### src/rbf_pkg.sv
// Shared types, codes and width constants for the byte ring FIFO.
// No dependencies; every other file in src imports this package.
`default_nettype none

package rbf_pkg;

  // Fixed field widths of the request and result transactions
  localparam int LEN_W   = 13;
  localparam int FILL_W  = 13;
  localparam int BYTE_W  = 8;
  localparam int REQ_W   = 3;
  localparam int STAT_W  = 2;
  localparam int BURST_W = 7;   // holds a burst count of up to 64
  localparam int ADDR_W  = 20;  // widest store address, for DEPTH of 1 M bytes

  localparam int DEF_DEPTH     = 4096;
  localparam int DEF_MAX_BURST = 64;
  localparam int QDEPTH        = 4;  // command queue between front and back

  // Request codes
  localparam logic [REQ_W-1:0] REQ_WRITE_BEGIN = 3'd0;
  localparam logic [REQ_W-1:0] REQ_WRITE_BYTE  = 3'd1;
  localparam logic [REQ_W-1:0] REQ_READ        = 3'd2;
  localparam logic [REQ_W-1:0] REQ_PEEK        = 3'd3;
  localparam logic [REQ_W-1:0] REQ_REMOVE      = 3'd4;
  localparam logic [REQ_W-1:0] REQ_CLEAR       = 3'd5;

  // Result status codes
  localparam logic [STAT_W-1:0] ST_OK    = 2'd0;
  localparam logic [STAT_W-1:0] ST_SHORT = 2'd1;
  localparam logic [STAT_W-1:0] ST_BUSY  = 2'd2;
  localparam logic [STAT_W-1:0] ST_BURST = 2'd3;

  // Back-end operation codes
  localparam logic [1:0] OP_RESP = 2'd0;  // status only
  localparam logic [1:0] OP_WR   = 2'd1;  // store one byte
  localparam logic [1:0] OP_RD   = 2'd2;  // emit a burst of stored bytes

  typedef struct packed {
    logic [1:0]         op;
    logic [STAT_W-1:0]  status;
    logic [ADDR_W-1:0]  addr;
    logic [BYTE_W-1:0]  data;
    logic [BURST_W-1:0] count;
    logic [FILL_W-1:0]  fill;
  } cmd_t;

endpackage

`default_nettype wire

### src/rbf_queue.sv
// Short command queue between front and back end.
// Depends on rbf_pkg.
`default_nettype none

module rbf_queue (
  input  wire logic          clk,
  input  wire logic          rst,
  input  wire logic          push,
  input  rbf_pkg::cmd_t      push_cmd,
  output logic               full,
  input  wire logic          pop,
  output logic               head_valid,
  output rbf_pkg::cmd_t      head_cmd
);
  import rbf_pkg::*;

  localparam int IW = $clog2(QDEPTH);

  cmd_t          entries [QDEPTH];
  logic [IW-1:0] wr_idx, rd_idx;
  logic [IW:0]   count;

  assign full       = (count == (IW+1)'(QDEPTH));
  assign head_valid = (count != '0);
  assign head_cmd   = entries[rd_idx];

  always_ff @(posedge clk) begin
    if (push) begin
      entries[wr_idx] <= push_cmd;
    end
  end

  always_ff @(posedge clk) begin
    if (rst) begin
      wr_idx <= '0;
      rd_idx <= '0;
      count  <= '0;
    end else begin
      if (push) begin
        wr_idx <= wr_idx + 1'b1;
      end
      if (pop) begin
        rd_idx <= rd_idx + 1'b1;
      end
      case ({push, pop})
        2'b10:   count <= count + 1'b1;
        2'b01:   count <= count - 1'b1;
        default: count <= count;
      endcase
    end
  end

endmodule

`default_nettype wire

### config.mk
export PLATFORM = sky130hd
export DESIGN_NAME = rbf_queue
export DESIGN_NICKNAME = d
export VERILOG_FILES = /design/src/rbf_pkg.sv /design/src/rbf_queue.sv
export SDC_FILE = /design/constraint.sdc
export NUM_CORES = 1
export LEC_CHECK = 0
export ABC_AREA = 1
export BUFFER_PORTS_ARGS = -buffer_cell sky130_fd_sc_hd__buf_2
export CAP_MARGIN = 20
export CORE_ASPECT_RATIO = 1.4
export CORE_MARGIN = 2
export CORE_UTILIZATION = 40
export CTS_CLUSTER_SIZE = 24
export DETAILED_ROUTE_END_ITERATION = 16
export GPL_ROUTABILITY_DRIVEN = 0
export GPL_TIMING_DRIVEN = 0
export SYNTH_ARGS = -nofsm -noshare
export SYNTH_HDL_FRONTEND = slang
export SYNTH_SLANG_ARGS = --single-unit
### constraint.sdc
create_clock -name clk -period 2.2 [get_ports clk]
set_input_delay 0.11 -clock clk [delete_from_list [all_inputs] [get_ports clk]]
set_output_delay 0.11 -clock clk [all_outputs]
set_load 0.03 [all_outputs]
==> results by group <==
Cells and area
  • Fraction of layout cells with a size suffix above 1: around 34%
  • Area of the multi-input gates: around 0.002 mm2
  • N_diodes: 0
  • Nets: about 810
  • FILL cells: 1804
  • Register area: around 0.0064 mm2
  • Post-route design area: about 0.011 mm2
  • Area added between synthesis and finish: 25.4%

Detailed routing
  • Wire length per cell: 19.0 um
  • Initial drt markers: a little over 300
  • Final WL: about 20 mm
  • DR vias: about 5300
  • Initial DRT Pass Iterations: 4
  • DRC viols: 0
  • Vias/cell: ~5.2
  • Routed Antenna Nets: 0

Timing
  • Max Freq: around 0.48 GHz
  • Period utilisation layout: a little over nine tenths
  • Final Skew: 0.00916 ns
  • Final min period: 2.09 ns
  • Final worst slack: about 0.11 ns
  • Final Setup Violations: 0
  • RSZ-0062 raised after global routing: false
  • Worst slew pin tran: approximately 0.78 ns
  • Max Slew Vio Count: 0
  • Hold slack: ~0.33 ns
  • Final hold viol count: 0
  • Slew headroom: around 48%

Synthesis
  • Simple-Gate Fraction of Synth Area: under 10%
  • Synth cell types: 23
  • Compound-Gate Fraction of Synth Area: 12.9%
  • Cell accounting for the most synthesized area: edfxtp_1
  • Seq cells post-synth: about 220
  • Sequential-to-total area share from yosys stat: 73.8%
  • Area of the mapped netlist: just under 0.009 mm2
  • Area share of fa/ha/maj cells after synthesis: 0.949%
  • Largest family of logic cells by synthesized area: compound AO/OA/AOI/OAI gates
  • Top-area cell type share of the netlist area: between 70% and 80%
  • Proportion of synthesized area in mux cells: 0%
  • Mapped Cells: ~560
  • Syn_nets: a little over 600
  • Xor/xnor share of the synthesized area: 0.101%
  • Syn. warnings: 0
  • Synth top area cells: edfxtp_1 72%, o21ai_0 5.5%, o22ai_2 5.5%, nor2_4 4.9%, nor2_1 3.2%
  • Avg Cell Area, Syn: approximately 16 um2

Power and ir drop
  • Internal power: between 7 and 8 mW
  • Sequential share of power: just under 50%
  • Psw: roughly 2.4 mW
  • Gate power share: between 10% and 20%
  • Pwr dens: between 800 and 900 mW/mm2
  • Leak: ~3.9 nW
  • Maximum VDD drop: 0.000701 V
  • Sw frac: around a quarter
  • Clock power frac: between 30 and 40%

Floorplanning
  • Top-level I/O count: between 100 and 150
  • Core footprint: 0.0213 mm2
  • Die W: 129 um
  • Initial Utilization: around two fifths
  • Die outline area: approximately 0.023 mm2
  • FP Rows: 63
  • Die H: 179 um

Place
  • Number of port buffers: around 110
  • DP HPWL: 12.2 mm
  • Placed cell areas: approximately 0.0097 mm2
  • Placement Setup Slack: a little over 0.3 ns

Clock network
  • Clock transition at path regs: around 0.060 ns
  • Clock Sinks: between 200 and 250
  • CTS tree: built
  • Root Buffer: clkbuf_16
  • CTS Buf Count: 21
  • Post-CTS Setup Repair Bufs: 0
  • Later-pin clock latency in the skew report: roughly 0.5 ns
  • CTS max path bufs: 3
  • # H-tree levels: 1

Worst setup path
  • WP data required: 2.09 ns
  • Crit start category: flip-flop
  • CP arrival: a little under 2 ns
  • Crit path kind: reg2out
  • CP Max Fanout: 10
  • Crit end category: output port

Global routing
  • Vias in the first global route: around 5700
  • Initial antenna violation count: 0
  • GRT Total Usage: between 15 and 20%
  • Largest net degree at the start of global routing: 29
  • GRT overflow: 0
  • Global-route wire length before repair: 30.2 mm

Outcome
  • Outcome: completed

Min path
  • Worst Hold Class: in2reg

Job
  • Max-cap viol count: 0
## registers in the layout, indices dropped and copies added (netlist names), named ones only
name	cells
entries	208
wr_idx	2
rd_idx	2
count	3
## timing repair
item / in CTS / in global routing
hold buffers: 55 / 0
endpoints found under the setup margin: 44 / 20
gates cloned: 0 / 0
endpoints found under the hold margin: 217 / 0
resized for setup: 12 / 4
## cells in the mapped netlist
library cell and instances:
buf_6 3, inv_1 13, buf_12 5, nor2_1 74
fa_1 1, nor2_2 2, nor2_4 38, o21ai_0 95
nand2_1 10, buf_4 1, ha_1 5, o22ai_1 14
xor2_1 1, o22ai_2 38, buf_2 9, edfxtp_1 208
a21oi_1 3, o21ai_1 14, inv_2 2, dfxtp_1 9
nor3_1 1, clkbuf_1 14, nand4_1 1
## power by group through the flow
stage,logic [mW],clock network [mW],registers [mW]
final,1.32,3.57,4.77
after global routing,1.41,3.81,4.78
after CTS,1.33,3.64,4.77
after detailed placement,1.25,0,4.86
after global placement,1.20,0,4.87
after floorplan,0.809,0,4.85
## metrics by stage
step / instances / power, mW / util (%) / setup TNS (ns)
after CTS: 1027 / 9.74 / 51.3 / 0
final: 1027 / 9.65 / 51.3 / 0
after global placement: 930 / 6.06 / 45.0 / -148.98
after detailed placement: 934 / 6.11 / 45.4 / 0
after floorplan: 561 / 5.66 / - / 0
after global routing: 1027 / 10.0 / 51.3 / 0
## final cells by class
cell class              count  area share (%)
flip-flops and latches    217            58.9
multi-input cells         297            18.2
repair buffers            168            10.8
clock buffers              21            4.81
well taps                 260            2.98
plain buffers              32            2.36
clock inverters            17            1.52
inverters                  15           0.516
## path summary, 6_finish.rpt
kind	slack, ns	endpoint	startpoint	cells after the start
max	0.11	head_cmd[11]	flip-flop	4
min	0.33	count[0]$_SDFFE_PP0P_	rst	3
max reg2reg	0.35	entries[0][19]$_DFFE_PP_	wr_idx[0]$_SDFFE_PP0P_	5
min reg2reg	0.48	flip-flop	rd_idx[1]$_SDFFE_PP0P_	1
## kinds of logic (layout without fill, tap and decap cells)
kind of cell | count (synthesis) | in the layout
AND/OR/NAND/NOR | 126 | 126
flip-flops | 217 | 217
AO/OA/AOI/OAI | 164 | 164
XOR/XNOR | 1 | 1
buffers and inverters | 47 | 253
adder cells (fa/ha/maj) | 6 | 6
## placed cells by master, fill, tap and decap left out, types with 5 or more instances in the layout
cell / count
nand2_1: 10
clkinv_2: 5
clkbuf_2: 13
inv_2: 6
edfxtp_1: 208
inv_1: 9
buf_2: 117
o22ai_1: 14
o21ai_0: 95
nor2_1: 74
clkbuf_16: 21
clkinv_1: 5
o22ai_2: 38
dlygate4sd3_1: 55
o21ai_1: 14
ha_1: 5
buf_12: 9
dfxtp_1: 8
nor2_4: 38
## worst max-delay path: stages (launching register included)
cell and delay (ns):
dfxtp_1 0.55, clkbuf_2 0.31, o21ai_0 0.15, o22ai_2 0.23
buf_2 0.24
## routing by layer
layer / up-vias / global-route usage [%] / share of wire, %
met5: - / 0 / 0
met4: 0 / 4.98 / 2.2
met3: 34 / 3.09 / 5.0
met2: 152 / 31.7 / 53
met1: 2649 / 20.0 / 39
li1: 2467 / - / -
(Power assumes the default switching activity.)
