===== src/rbf_pkg.sv =====
// Shared types, codes and width constants for the byte ring FIFO.
// No dependencies; every other file in src imports this package.
`default_nettype none

package rbf_pkg;

  // Fixed field widths of the request and result transactions
  localparam int LEN_W   = 13;
  localparam int FILL_W  = 13;
  localparam int BYTE_W  = 8;
  localparam int REQ_W   = 3;
  localparam int STAT_W  = 2;
  localparam int BURST_W = 7;   // holds a burst count of up to 64
  localparam int ADDR_W  = 20;  // widest store address, for DEPTH of 1 M bytes

  localparam int DEF_DEPTH     = 4096;
  localparam int DEF_MAX_BURST = 64;
  localparam int QDEPTH        = 4;  // command queue between front and back

  // Request codes
  localparam logic [REQ_W-1:0] REQ_WRITE_BEGIN = 3'd0;
  localparam logic [REQ_W-1:0] REQ_WRITE_BYTE  = 3'd1;
  localparam logic [REQ_W-1:0] REQ_READ        = 3'd2;
  localparam logic [REQ_W-1:0] REQ_PEEK        = 3'd3;
  localparam logic [REQ_W-1:0] REQ_REMOVE      = 3'd4;
  localparam logic [REQ_W-1:0] REQ_CLEAR       = 3'd5;

  // Result status codes
  localparam logic [STAT_W-1:0] ST_OK    = 2'd0;
  localparam logic [STAT_W-1:0] ST_SHORT = 2'd1;
  localparam logic [STAT_W-1:0] ST_BUSY  = 2'd2;
  localparam logic [STAT_W-1:0] ST_BURST = 2'd3;

  // Back-end operation codes
  localparam logic [1:0] OP_RESP = 2'd0;  // status only
  localparam logic [1:0] OP_WR   = 2'd1;  // store one byte
  localparam logic [1:0] OP_RD   = 2'd2;  // emit a burst of stored bytes

  typedef struct packed {
    logic [1:0]         op;
    logic [STAT_W-1:0]  status;
    logic [ADDR_W-1:0]  addr;
    logic [BYTE_W-1:0]  data;
    logic [BURST_W-1:0] count;
    logic [FILL_W-1:0]  fill;
  } cmd_t;

endpackage

`default_nettype wire


===== src/rbf_req_if.sv =====
// Request channel: valid/ready handshake with request payload.
// Depends on rbf_pkg.
`default_nettype none

interface rbf_req_if;
  import rbf_pkg::*;

  logic              valid;
  logic              ready;
  logic [REQ_W-1:0]  req_type;
  logic [LEN_W-1:0]  length;
  logic [BYTE_W-1:0] data_byte;

  modport source (output valid, output req_type, output length, output data_byte,
                  input ready);
  modport sink   (input valid, input req_type, input length, input data_byte,
                  output ready);
endinterface

`default_nettype wire


===== src/rbf_front.sv =====
// Front end: accepts requests, checks them against the pointers and counts,
// and turns each into one back-end command. Depends on rbf_pkg, rbf_req_if.
`default_nettype none

module rbf_front #(
  parameter int DEPTH     = rbf_pkg::DEF_DEPTH,
  parameter int MAX_BURST = rbf_pkg::DEF_MAX_BURST
) (
  input  wire logic         clk,
  input  wire logic         rst,
  rbf_req_if.sink           req,
  input  wire logic         q_full,
  output logic              push,
  output rbf_pkg::cmd_t     cmd
);
  import rbf_pkg::*;

  localparam int PW = (DEPTH > 1) ? $clog2(DEPTH) : 1;
  localparam int CW = $clog2(DEPTH + 1);
  localparam int EW = ((CW > LEN_W) ? CW : LEN_W) + 1;

  logic [PW-1:0] head, head_next, tail, tail_next;
  logic [CW-1:0] fill, fill_next, wr_rem, wr_rem_next;

  logic [EW-1:0] len_e, fill_e, free_e;
  logic [CW-1:0] len_c;
  logic [PW:0]   head_sum;
  logic [PW-1:0] head_adv, tail_inc;
  logic          busy, drained;

  assign req.ready = !q_full;
  assign push      = req.valid && !q_full;

  assign len_e  = EW'(req.length);
  assign fill_e = EW'(fill);
  assign free_e = EW'(DEPTH) - fill_e;
  assign len_c  = CW'(req.length);  // used only once length has passed a fill or free-space check
  assign busy   = (wr_rem != '0);

  assign head_sum = (PW+1)'(head) + (PW+1)'(len_c);
  assign head_adv = (head_sum >= (PW+1)'(DEPTH)) ? PW'(head_sum - (PW+1)'(DEPTH))
                                                 : PW'(head_sum);
  assign tail_inc = (tail == PW'(DEPTH - 1)) ? '0 : tail + 1'b1;

  always_comb begin
    head_next   = head;
    tail_next   = tail;
    fill_next   = fill;
    wr_rem_next = wr_rem;
    drained     = 1'b0;
    cmd         = '0;
    cmd.op      = OP_RESP;
    cmd.status  = ST_OK;
    cmd.count   = BURST_W'(1);
    case (req.req_type)
      REQ_CLEAR: begin
        head_next   = '0;
        tail_next   = '0;
        fill_next   = '0;
        wr_rem_next = '0;
      end
      REQ_WRITE_BYTE: begin
        if (!busy) begin
          cmd.status = ST_BUSY;
        end else begin
          cmd.op      = OP_WR;
          cmd.addr    = ADDR_W'(tail);
          cmd.data    = req.data_byte;
          tail_next   = tail_inc;
          fill_next   = fill + 1'b1;
          wr_rem_next = wr_rem - 1'b1;
        end
      end
      REQ_WRITE_BEGIN: begin
        if (busy) begin
          cmd.status = ST_BUSY;
        end else if (len_e > free_e) begin
          cmd.status = ST_SHORT;
        end else begin
          wr_rem_next = len_c;
        end
      end
      REQ_REMOVE: begin
        if (busy) begin
          cmd.status = ST_BUSY;
        end else if (len_e > fill_e) begin
          cmd.status = ST_SHORT;
        end else begin
          head_next = head_adv;
          fill_next = fill - len_c;
          drained   = (fill_next == '0);
        end
      end
      REQ_READ, REQ_PEEK: begin
        if (busy) begin
          cmd.status = ST_BUSY;
        end else if (len_e > EW'(MAX_BURST)) begin
          cmd.status = ST_BURST;
        end else if (len_e > fill_e) begin
          cmd.status = ST_SHORT;
        end else if (len_e != '0) begin
          cmd.op    = OP_RD;
          cmd.addr  = ADDR_W'(head);
          cmd.count = BURST_W'(req.length);
          if (req.req_type == REQ_READ) begin
            head_next = head_adv;
            fill_next = fill - len_c;
            drained   = (fill_next == '0);
          end
        end
      end
      default: begin
        cmd.status = ST_BUSY;
      end
    endcase
    // pointers fold back to zero once the buffer drains
    if (drained) begin
      head_next = '0;
      tail_next = '0;
    end
    cmd.fill = FILL_W'(fill_next);
  end

  always_ff @(posedge clk) begin
    if (rst) begin
      head   <= '0;
      tail   <= '0;
      fill   <= '0;
      wr_rem <= '0;
    end else if (push) begin
      head   <= head_next;
      tail   <= tail_next;
      fill   <= fill_next;
      wr_rem <= wr_rem_next;
    end
  end

endmodule

`default_nettype wire


===== src/flat_wrapper.sv =====
// flat-port wrapper written by rule: the top's interface ports become plain ports
module rbf_front_flat import rbf_pkg::*;
#(
  parameter int DEPTH     = rbf_pkg::DEF_DEPTH,
  parameter int MAX_BURST = rbf_pkg::DEF_MAX_BURST
)
  (clk, rst, q_full, push, cmd, req_valid, req_req_type, req_length, req_data_byte, req_ready);
  rbf_req_if req_i ();
  input  wire logic clk;
  input  wire logic rst;
  input  wire logic q_full;
  output logic push;
  output rbf_pkg::cmd_t cmd;
  input wire logic [$bits(req_i.valid)-1:0] req_valid;
  input wire logic [$bits(req_i.req_type)-1:0] req_req_type;
  input wire logic [$bits(req_i.length)-1:0] req_length;
  input wire logic [$bits(req_i.data_byte)-1:0] req_data_byte;
  output wire logic [$bits(req_i.ready)-1:0] req_ready;
  assign req_i.valid = req_valid;
  assign req_i.req_type = req_req_type;
  assign req_i.length = req_length;
  assign req_i.data_byte = req_data_byte;
  assign req_ready = req_i.ready;
  rbf_front #(.DEPTH(DEPTH), .MAX_BURST(MAX_BURST)) u_core (.clk(clk), .rst(rst), .req(req_i), .q_full(q_full), .push(push), .cmd(cmd));
endmodule

===== config.mk =====
export PLATFORM = sky130hd
export DESIGN_NAME = rbf_front_flat
export DESIGN_NICKNAME = d
export VERILOG_FILES = /design/src/rbf_pkg.sv /design/src/rbf_req_if.sv /design/src/rbf_front.sv /design/src/flat_wrapper.sv
export SDC_FILE = /design/constraint.sdc
export NUM_CORES = 1
export LEC_CHECK = 0
export BUFFER_PORTS_ARGS = -buffer_cell sky130_fd_sc_hd__buf_2
export CORE_MARGIN = 2
export CORE_UTILIZATION = 30
export CTS_BUF_LIST = sky130_fd_sc_hd__clkbuf_2 sky130_fd_sc_hd__clkbuf_4 sky130_fd_sc_hd__clkbuf_8
export DETAILED_ROUTE_END_ITERATION = 12
export GPL_TIMING_DRIVEN = 0
export PLACE_DENSITY_LB_ADDON = 0.3
export SYNTH_ARGS = -nofsm -noshare
export SYNTH_HDL_FRONTEND = slang
export SYNTH_SLANG_ARGS = --single-unit

===== constraint.sdc =====
create_clock -name clk -period 5.7 [get_ports clk]
set_clock_uncertainty 0.1 [all_clocks]
set_input_delay 0.57 -clock clk [delete_from_list [all_inputs] [get_ports clk]]
set_output_delay 0.57 -clock clk [all_outputs]
set_load 0.1 [all_outputs]

==> results of run 1 <==
## final cells by class
cell class / count / area, µm²
timing repair buffer: 71 / 355
fill: 1829 / 10800
sequential: 50 / 1000
buffer: 49 / 250
inverter: 32 / 120
tap: 220 / 275
multi-input combinational: 574 / 3820
clock inverter: 1 / 30.0
clock buffer: 7 / 83.8
## state kept, by name (all words and copies together), names as in the netlist
register	flops
u_core.tail	12
u_core.fill	13
u_core.head	12
u_core.wr_rem	13
## synth_stat cells, types with 3 or more instances
cell / instances
a2bb2oi_1: 3
inv_1: 31
or4_1: 6
nor4_1: 5
a32o_1: 8
o311a_1: 3
nand4_1: 3
or2_2: 6
a311oi_1: 7
a211o_1: 4
nand2_1: 67
buf_2: 4
xor2_1: 11
a31o_2: 3
mux2i_1: 5
o21ai_0: 39
a31oi_1: 9
a21o_1: 16
o21bai_1: 3
dfxtp_1: 50
a22oi_1: 4
nand3_1: 26
xnor2_1: 21
ha_1: 41
nand2b_1: 18
clkbuf_1: 31
or3_1: 8
and2_1: 9
nor3_1: 22
o31a_1: 4
buf_4: 10
and3_1: 19
nand3b_1: 3
nor2_1: 44
nor2b_1: 8
a22o_1: 11
o21a_1: 12
o211ai_1: 6
a221oi_1: 6
o32ai_1: 4
a211oi_1: 7
a21oi_1: 57
## worst paths after layout
check	slack, ns	to	from	depth (start not counted)
worst max-delay path	0.54	cmd[38]	u_core.fill[0]	13
worst min register to register	0.39	u_core.head[6]	u_core.head[6]	2
worst min-delay path	0.39	u_core.head[6]	u_core.head[6]	2
worst max register to register	1.65	u_core.head[10]	u_core.fill[1]	12
## critical path, cell delays in order, from the launching register on
cell	delay, ns
dfxtp_1	0.52
inv_1	0.14
ha_1	0.24
nor2b_1	0.20
o31a_1	0.28
o21ai_0	0.30
a31o_2	0.32
a21oi_1	0.41
and3_1	0.36
o31a_1	0.35
buf_2	0.30
nand2_1	0.11
o21ai_0	0.13
buf_2	0.48
## metal layers
metal	track usage, %	vias up	share of wire (%)
met5	0	-	0
met4	5.44	0	2.1
met3	2.99	27	6.7
met2	30.8	200	43
met1	28.6	2621	48
li1	-	2738	-
## power groups by stage
stage	logic [W]	clock network, W	registers [W]
6_report	0.000337	0.000287	0.000359
3_3_place_gp	0.000330	0	0.000367
3_5_place_dp	0.000331	0	0.000367
5_1_grt	0.000365	0.000301	0.000360
4_1_cts	0.000333	0.000290	0.000359
2_1_floorplan	0.000249	0	0.000365
## through the flow
stage	power (W)	setup WS (ns)	std cells	instance area [µm²]
detailed placement	0.000698	0.631	996	5820
global route	0.00103	0.185	1004	5940
global placement	0.000697	0.620	996	5820
CTS	0.000982	0.563	1004	5940
finish	0.000983	0.544	1004	5940
floorplan	0.000615	0.271	705	5190
## kinds of logic after synthesis
group           after synthesis  synth area share [%]
compound gates              233                  31.5
xor+xnor                     32                  5.43
fa+ha+maj                    43                  10.7
buf+inv                      81                  7.17
flops                        50                  19.4
mux                           6                  1.19
other cells                   1                0.0726
simple gates                252                  24.6
==> impl_metrics.tcl, run 1 <==
set metrics [dict create \
    cp.required_ns 5.03 \
    leakagePower_nw 2.57 \
    synth-edff-count 0 \
    antenna_found_initial 0 \
    vias 5586 \
    switchingPower_w 0.000385 \
    clk_pin_slew_worst_paths_ns 0.11 \
    cts_hold_buf 0 \
    die_h_um 135 \
    synth-main-ff-cell "dfxtp_1" \
    timing_hold_violations_final 0 \
    syn_inst 698 \
    end_kind "primary output" \
    async_flop_share_pct 0 \
    pin_count 82 \
    dieArea_mm2 0.0183 \
    layout-drive-gt1-share_pct 14.2 \
    routed_wirelength_um 18300 \
    seqPwrFrac_pct 36.5 \
    synth.area.top_cells "dfxtp_1 (19%), ha_1 (9.9%), a21oi_1 (5.5%), nand2_1 (4.9%), o21ai_0 (3.8%)" \
    drc 0 \
    pwr-share-comb_pct 34.3 \
    avgSynthCellArea_um2 7.40 \
    synthToLayoutAreaGrowth_pct 14.9 \
    p_int_w 0.000598 \
    p_per_area_mw_per_mm2 166 \
    period_share_pct 90.5 \
    hpwl_um 14400 \
    clkLatencyLatePin_ns 0.34 \
    post-cts-setup-buffer-count 0 \
    tightest_slew_ns 0.951 \
    layout_common_cells "buf_2 (75), nand2_1 (67), a21oi_1 (57)" \
    cts_buffers 5 \
    cp.arrival_ns 4.49 \
    status "complete, no violations" \
    max_freq_mhz 194 \
    drv_slew 0 \
    nNetsFinal 854 \
    initial_utilization_pct 30.9 \
    rows 47 \
    finalSetupViolCount 0 \
    ys_ff_latch 50 \
    yosysTopAreaCellShare_pct 19.4 \
    numClockSinks 50 \
    holdWs_ns 0.389 \
    crit_type "register to primary output" \
    drtIter0Drc 525 \
    dr.pass1.iters 5 \
    p_sw_share_pct 39.2 \
    grt_remaining_overflow 0 \
    final_util_pct 35.5 \
    cts.path.max_buffers 2 \
    fp.dieW_um 135 \
    syn_area_mm2 0.00517 \
    min_path_type "register to register" \
    h-tree-depth 2 \
    antenna_left 0 \
    gp_congestion 0.971 \
    grt_pass1_wl_um 28100 \
    rsz0062_at_grt "no" \
    ir_drop_mv 0.120 \
    drv_cap 0 \
    grt_max_degree 15 \
    yosysWarnings 0 \
    worstPathMaxFanout 10 \
    cts_tree "built" \
    slew_headroom_pct 36.1 \
    clock-root-buffer "clkbuf_8" \
    yosysTopAreaCell "dfxtp_1" \
    diodes 0 \
    core_area_mm2 0.0167 \
    ctsResizeCount 0 \
    start_kind "register" \
    fin_tns_setup_ns 0 \
    grt_pass1_vias 4974 \
    clkPwrFrac_pct 29.2 \
    wire_per_inst_um 18.2 \
    synth_cell_types 74 \
    portBuffers 71 \
    drt-vias-per-instance 5.56 \
    layout_min_cycle_time_ns 5.16 \
    gr-usage-all-layers_pct 19.8 \
    final_common_cell "buf_2" \
    yosysSeqAreaShare_pct 19.4 \
]
Power figures use the tool's default switching activity.
==> run 2, diff against run 1 <==
==> constraint.sdc (replaced) <==
create_clock -name clk -period 5.05 [get_ports clk]
set_clock_uncertainty 0.1 [all_clocks]
set_input_delay 0.505 -clock clk [delete_from_list [all_inputs] [get_ports clk]]
set_output_delay 0.505 -clock clk [all_outputs]
set_load 0.1 [all_outputs]
==> run 2 against run 1 <==
  * First-iteration DRC count shrank 5.9%
  * Design area rose by 0.23%
  * Die area did not move
  * Sequential power is 13% higher
  * Hold slack improved by 0.0023 ns
  * Global-route usage hardly changed
  * Clock power shrank 2%
  * Largest cell class unchanged
  * Highest routed layer unchanged
==> impl_metrics.tcl, run 2 (synthesis results as in run 1) <==
set metrics [dict create \
    grt_pass1_vias 5013 \
    initial_utilization_pct 30.9 \
    wire_per_inst_um 18.2 \
    p_int_w 0.000620 \
    cp.arrival_ns 4.25 \
    grt_remaining_overflow 0 \
    r2r_end "u_core.tail[1]" \
    crit_type "input pin to primary output" \
    core_area_mm2 0.0167 \
    antenna_left 0 \
    finalSetupViolCount 0 \
    max_freq_mhz 206 \
    fp.dieW_um 135 \
    worstHoldEndpoint "u_core.head[10]" \
    drc 0 \
    switchingPower_w 0.000450 \
    met2_usage_pct 30.3 \
    end_kind "primary output" \
    status "complete, no violations" \
    fill_cells 1848 \
    leakagePower_nw 2.56 \
    crit-reg2reg-launch "u_core.fill[0]" \
    drtIter0Drc 494 \
    top_regs "u_core.fill x13, u_core.wr_rem x13" \
    dieArea_mm2 0.0183 \
    clkPwrFrac_pct 26.2 \
    grt_pass1_wl_um 28200 \
    p_sw_share_pct 42.0 \
    cts_tree "built" \
    hpwl_um 14300 \
    clock-root-buffer "clkbuf_8" \
    fin_tns_setup_ns 0 \
    cts.path.max_buffers 2 \
    place_inst 996 \
    h-tree-depth 2 \
    cp_num_buf_inv 4 \
    routed_wirelength_um 18200 \
    antenna_found_initial 0 \
    min_path_type "register to register" \
    grt_use_met3_pct 2.51 \
    tightest_slew_ns 0.988 \
    clkLatencyLatePin_ns 0.35 \
    place_area_mm2 0.00583 \
    synthToLayoutAreaGrowth_pct 15.2 \
    slew_headroom_pct 33.6 \
    rsz0062_at_grt "no" \
    cp.required_ns 4.45 \
    layout_min_cycle_time_ns 4.86 \
    timing_hold_violations_final 0 \
    gr-usage-all-layers_pct 19.8 \
    portBuffers 71 \
    grt_busiest_layer "met2" \
    final_area_mm2 0.00595 \
    layout.cells.non_filler 1004 \
    min_from "u_core.head[10]" \
    power_w 0.00107 \
    vias 5645 \
    pin_count 82 \
    numClockSinks 50 \
    diodes 0 \
    start_kind "input pin" \
    grt_max_degree 19 \
    nNetsFinal 854 \
    path_delay_family "compound AO/OA/AOI/OAI gates" \
    layout-drive-gt1-share_pct 14.4 \
    gp_congestion 1.02 \
    crit_top_cell "buf_2" \
    drv_slew 0 \
    drv_cap 0 \
    layout_common_cells "nand2_1 (67), buf_2 (67), a21oi_1 (56)" \
    worst_path_largest_cell_delay_ns 0.53 \
    holdWs_ns 0.391 \
    met1_usage_pct 29.0 \
    seqPwrFrac_pct 37.9 \
    rrSetupSlack_ns 0.92 \
    worstPathMaxFanout 10 \
    slowest_stage "o21ai_0" \
    pwr-share-comb_pct 35.9 \
    crit_chain "buf_2, inv_1, ha_1, a21o_1, or2_2, o21ai_0, a31o_2, a21oi_2, a21oi_1, o22a_1, buf_2, o21bai_1, a21o_1, buf_2" \
    rows 47 \
    reg2regPathDepth 13 \
    hold_depth 2 \
    die_h_um 135 \
    period_share_pct 96.2 \
    clk_pin_slew_worst_paths_ns 0.12 \
    p_per_area_mw_per_mm2 180 \
    cts_buffers 5 \
    dr.pass1.iters 6 \
    ir_drop_mv 0.102 \
    drt-vias-per-instance 5.62 \
]
run 2: cell types whose count changed in the layout (fill, tap and decap cells not counted), sizes merged:
cell	change
inv	+2
bufinv	-1
buf	-8
clkinv	+1
clkbuf	+6
run 2: timing repair:
action | in CTS | in global routing
gates resized for setup | 0 | 9
hold buffers | 0 | 0
buffers inserted | 0 | 0
endpoints found under the setup margin | 0 | 10
run 2: worst max path at each step:
stage / cells past startpoint / endpoint / start / slack, ns
floorplan: 12 / cmd[38] / u_core.wr_rem[0] / 0.36
global placement: 14 / cmd[38] / req_length[1] / 0.25
detailed placement: 14 / cmd[38] / req_length[1] / 0.23
CTS: 13 / cmd[38] / u_core.fill[0] / 0.09
global route: 12 / cmd[33] / u_core.fill[0] / 0.008
finish: 14 / cmd[4] / req_length[5] / 0.19
run 2: worst reg2reg max path: stages (launching register included):
cell and delay [ns]:
dfxtp_1 0.52, inv_1 0.13, ha_1 0.24, fa_1 0.41, xor2_1 0.23, nand3_1 0.19
a211oi_1 0.33, o221ai_1 0.22, a2111oi_0 0.42, nand4_1 0.22, or3_1 0.39, a21oi_2 0.23
buf_4 0.23, mux2i_1 0.19
run 2: power by group through the flow:
| stage | clock network (W) | registers (W) | logic [W] |
|---|---|---|---|
| 4_1_cts | 0.000283 | 0.000405 | 0.000378 |
| 2_1_floorplan | 0 | 0.000412 | 0.000283 |
| 3_5_place_dp | 0 | 0.000414 | 0.000377 |
| 5_1_grt | 0.000290 | 0.000406 | 0.000418 |
| 3_3_place_gp | 0 | 0.000414 | 0.000375 |
| 6_report | 0.000280 | 0.000405 | 0.000385 |
run 2: stage by stage:
| stage | utilization (%) | setup slack, ns |
|---|---|---|
| 3_3_place_gp | 34.9 | 0.246 |
| 2_1_floorplan | - | 0.363 |
| 6_report | 35.6 | 0.194 |
| 3_5_place_dp | 34.9 | 0.234 |
| 5_1_grt | 35.6 | 0.00814 |
| 4_1_cts | 35.5 | 0.0950 |
run 2: final cells by class:
| type | count | area (µm²) | area share, % |
|---|---|---|---|
| Tap cell | 220 | 275 | 4.63 |
| Clock buffer | 5 | 68.8 | 1.16 |
| Multi-Input combinational cell | 574 | 3830 | 64.4 |
| Buffer | 49 | 250 | 4.21 |
| Sequential cell | 50 | 1000 | 16.8 |
| Inverter | 32 | 120 | 2.02 |
| Timing Repair Buffer | 71 | 375 | 6.31 |
| Clock inverter | 3 | 28.8 | 0.484 |
run 2: routing by layer:
layer | vias up | part of all wire [%]
met3 | 23 | 6.1
li1 | 2751 | -
met2 | 219 | 43
met5 | - | 0
met4 | 0 | 2.2
met1 | 2652 | 48
==> run 3, diff against run 2 <==
--- a/config.mk
+++ b/config.mk
@@ -11,7 +11,7 @@
 export CTS_BUF_LIST = sky130_fd_sc_hd__clkbuf_2 sky130_fd_sc_hd__clkbuf_4 sky130_fd_sc_hd__clkbuf_8
 export DETAILED_ROUTE_END_ITERATION = 12
 export GPL_TIMING_DRIVEN = 0
-export PLACE_DENSITY_LB_ADDON = 0.3
+export PLACE_DENSITY = 0.52
 export SYNTH_ARGS = -nofsm -noshare
 export SYNTH_HDL_FRONTEND = slang
 export SYNTH_SLANG_ARGS = --single-unit
==> run 3 against run 2 <==
  * Flip-flop and latch count stayed put
  * Routed wire length rose by 4.3%
  * Fmax about the same
  * Via count shrank 1.3%
  * Utilization is 0.15 points higher
  * Combinational power increased by 1%
  * Worst setup slack lost 0.0037 ns
  * Global-route usage grew 0.71 points
  * Sequential power is essentially flat
  * Clock-buffer cell count unchanged
  * First-iteration DRC count grew 7.1%
  * Critical endpoint is now cmd[48]
  * Largest power group unchanged
==> impl_metrics.tcl, run 3 (synthesis results as in run 1) <==
set metrics [dict create \
    min_path_type "register to register" \
    cts.path.max_buffers 2 \
    p_sw_share_pct 40.2 \
    path_delay_family "simple AND/OR/NAND/NOR gates" \
    numClockSinks 50 \
    cp.arrival_ns 4.26 \
    layout_min_cycle_time_ns 4.86 \
    final_common_cell "buf_2" \
    initial_utilization_pct 30.9 \
    drv_slew 0 \
    place_area_mm2 0.00583 \
    fp.dieW_um 135 \
    p_per_area_mw_per_mm2 186 \
    worstPathMaxFanout 10 \
    drv_cap 0 \
    hold_depth 2 \
    layout-drive-gt1-share_pct 14.7 \
    crit_type "register to primary output" \
    leakagePower_nw 2.59 \
    fin_tns_setup_ns 0 \
    ir_drop_mv 0.0989 \
    gp_congestion 0.984 \
    status "complete, no violations" \
    period_share_pct 96.2 \
    worst_path_largest_cell_delay_ns 0.49 \
    gr-usage-all-layers_pct 20.5 \
    cts_buffers 5 \
    hpwl_um 14600 \
    clkPwrFrac_pct 28.6 \
    switchingPower_w 0.000447 \
    fill_cells 1866 \
    rsz0062_at_grt "no" \
    end_kind "primary output" \
    start_kind "register" \
    antenna_found_initial 0 \
    p_int_w 0.000665 \
    antenna_left 0 \
    drt-vias-per-instance 5.54 \
    slew_headroom_pct 36.8 \
    worstSetupPathDepth 13 \
    diodes 0 \
    cp.required_ns 4.45 \
    die_h_um 135 \
    crit_chain "clkbuf_1, nor4_1, nand2_1, nor4_1, xor2_1, ha_1, nand4_1, o21ai_0, nand2b_1, a21oi_1, a21oi_1, a221oi_2, buf_2" \
    drtIter0Drc 529 \
    cts_tree "built" \
    grt_max_degree 17 \
    cp_num_buf_inv 2 \
    seqPwrFrac_pct 36.4 \
    dieArea_mm2 0.0183 \
    top_regs "u_core.fill x13, u_core.wr_rem x13" \
    tightest_slew_ns 0.941 \
    multi_input_comb_area_mm2 0.00383 \
    drc 0 \
    seq_area_mm2 0.00100 \
    final_area_mm2 0.00598 \
    grt_remaining_overflow 0 \
    nNetsFinal 857 \
    synthToLayoutAreaGrowth_pct 15.7 \
    timing_hold_violations_final 0 \
    pin_count 82 \
    clock-root-buffer "clkbuf_8" \
    grt_pass1_wl_um 28800 \
    h-tree-depth 2 \
    slowest_stage "buf_2" \
    dr.pass1.iters 5 \
    layout_common_cells "buf_2 (72), nand2_1 (67), a21oi_1 (56)" \
    reg2regPathDepth 13 \
    max_freq_mhz 206 \
    clk_pin_slew_worst_paths_ns 0.10 \
    core_area_mm2 0.0167 \
    wire_per_inst_um 18.9 \
    portBuffers 71 \
    routed_wirelength_um 19000 \
    vias 5574 \
    grt_pass1_vias 4967 \
    rows 47 \
    finalSetupViolCount 0 \
    clkLatencyLatePin_ns 0.34 \
    pwr-share-comb_pct 35.0 \
]
==> run 3: repair_timing <==
action,in CTS,in global routing
setup endpoints to repair,0,14
setup buffers,0,3
hold buffers,0,0
resized for setup,0,5
==> run 3: stage by stage <==
stage	total power (W)	util (%)	cells	hold slack, ns	setup WS (ns)
2_1_floorplan	0.000695	-	705	0.348	0.363
3_3_place_gp	0.000797	34.9	996	0.367	0.179
3_5_place_dp	0.000796	34.9	996	0.368	0.185
4_1_cts	0.00111	35.6	1004	0.383	0.103
5_1_grt	0.00117	35.8	1007	0.425	0.0311
6_report	0.00111	35.8	1007	0.383	0.190
==> run 3: cell type report <==
class / instances / area share [%]
well taps: 220 / 4.61
repair buffers: 74 / 6.45
flip-flops and latches: 50 / 16.8
inverters: 32 / 2.01
plain buffers: 49 / 4.19
clock inverters: 3 / 0.733
multi-input cells: 574 / 64.1
clock buffers: 5 / 1.15
==> run 3: power groups by stage <==
stage / Sequential [W] / Combinational (W) / Clock, W
finish: 0.000405 / 0.000389 / 0.000318
global placement: 0.000414 / 0.000382 / 0
global route: 0.000406 / 0.000418 / 0.000344
detailed placement: 0.000414 / 0.000382 / 0
floorplan: 0.000412 / 0.000283 / 0
CTS: 0.000405 / 0.000383 / 0.000326
==> run 3: final timing paths <==
path,slack [ns],startpoint,to
setup / recovery,0.19,u_core.fill[3],cmd[48]
hold / removal,0.38,u_core.head[10],u_core.head[10]
setup reg to reg,1.05,u_core.fill[0],u_core.tail[1]
hold reg to reg,0.38,u_core.head[10],u_core.head[10]
==> run 3: routing by layer <==
layer	global-route usage, %	routed length, µm	up-vias
met1	29.8	9200	2623
met4	4.46	314	0
li1	-	-	2743
met3	4.49	1390	24
met5	0	0	-
met2	31.0	8100	184
==> run 3: worst register-to-register path: stages, from the launching register on <==
cell	delay, ns
dfxtp_1	0.49
inv_1	0.13
ha_1	0.22
fa_1	0.41
xor2_1	0.22
nand3_1	0.18
a211oi_1	0.30
o221ai_1	0.22
a2111oi_0	0.40
nand4_1	0.22
or3_1	0.40
a21oi_2	0.23
buf_4	0.22
mux2i_1	0.18
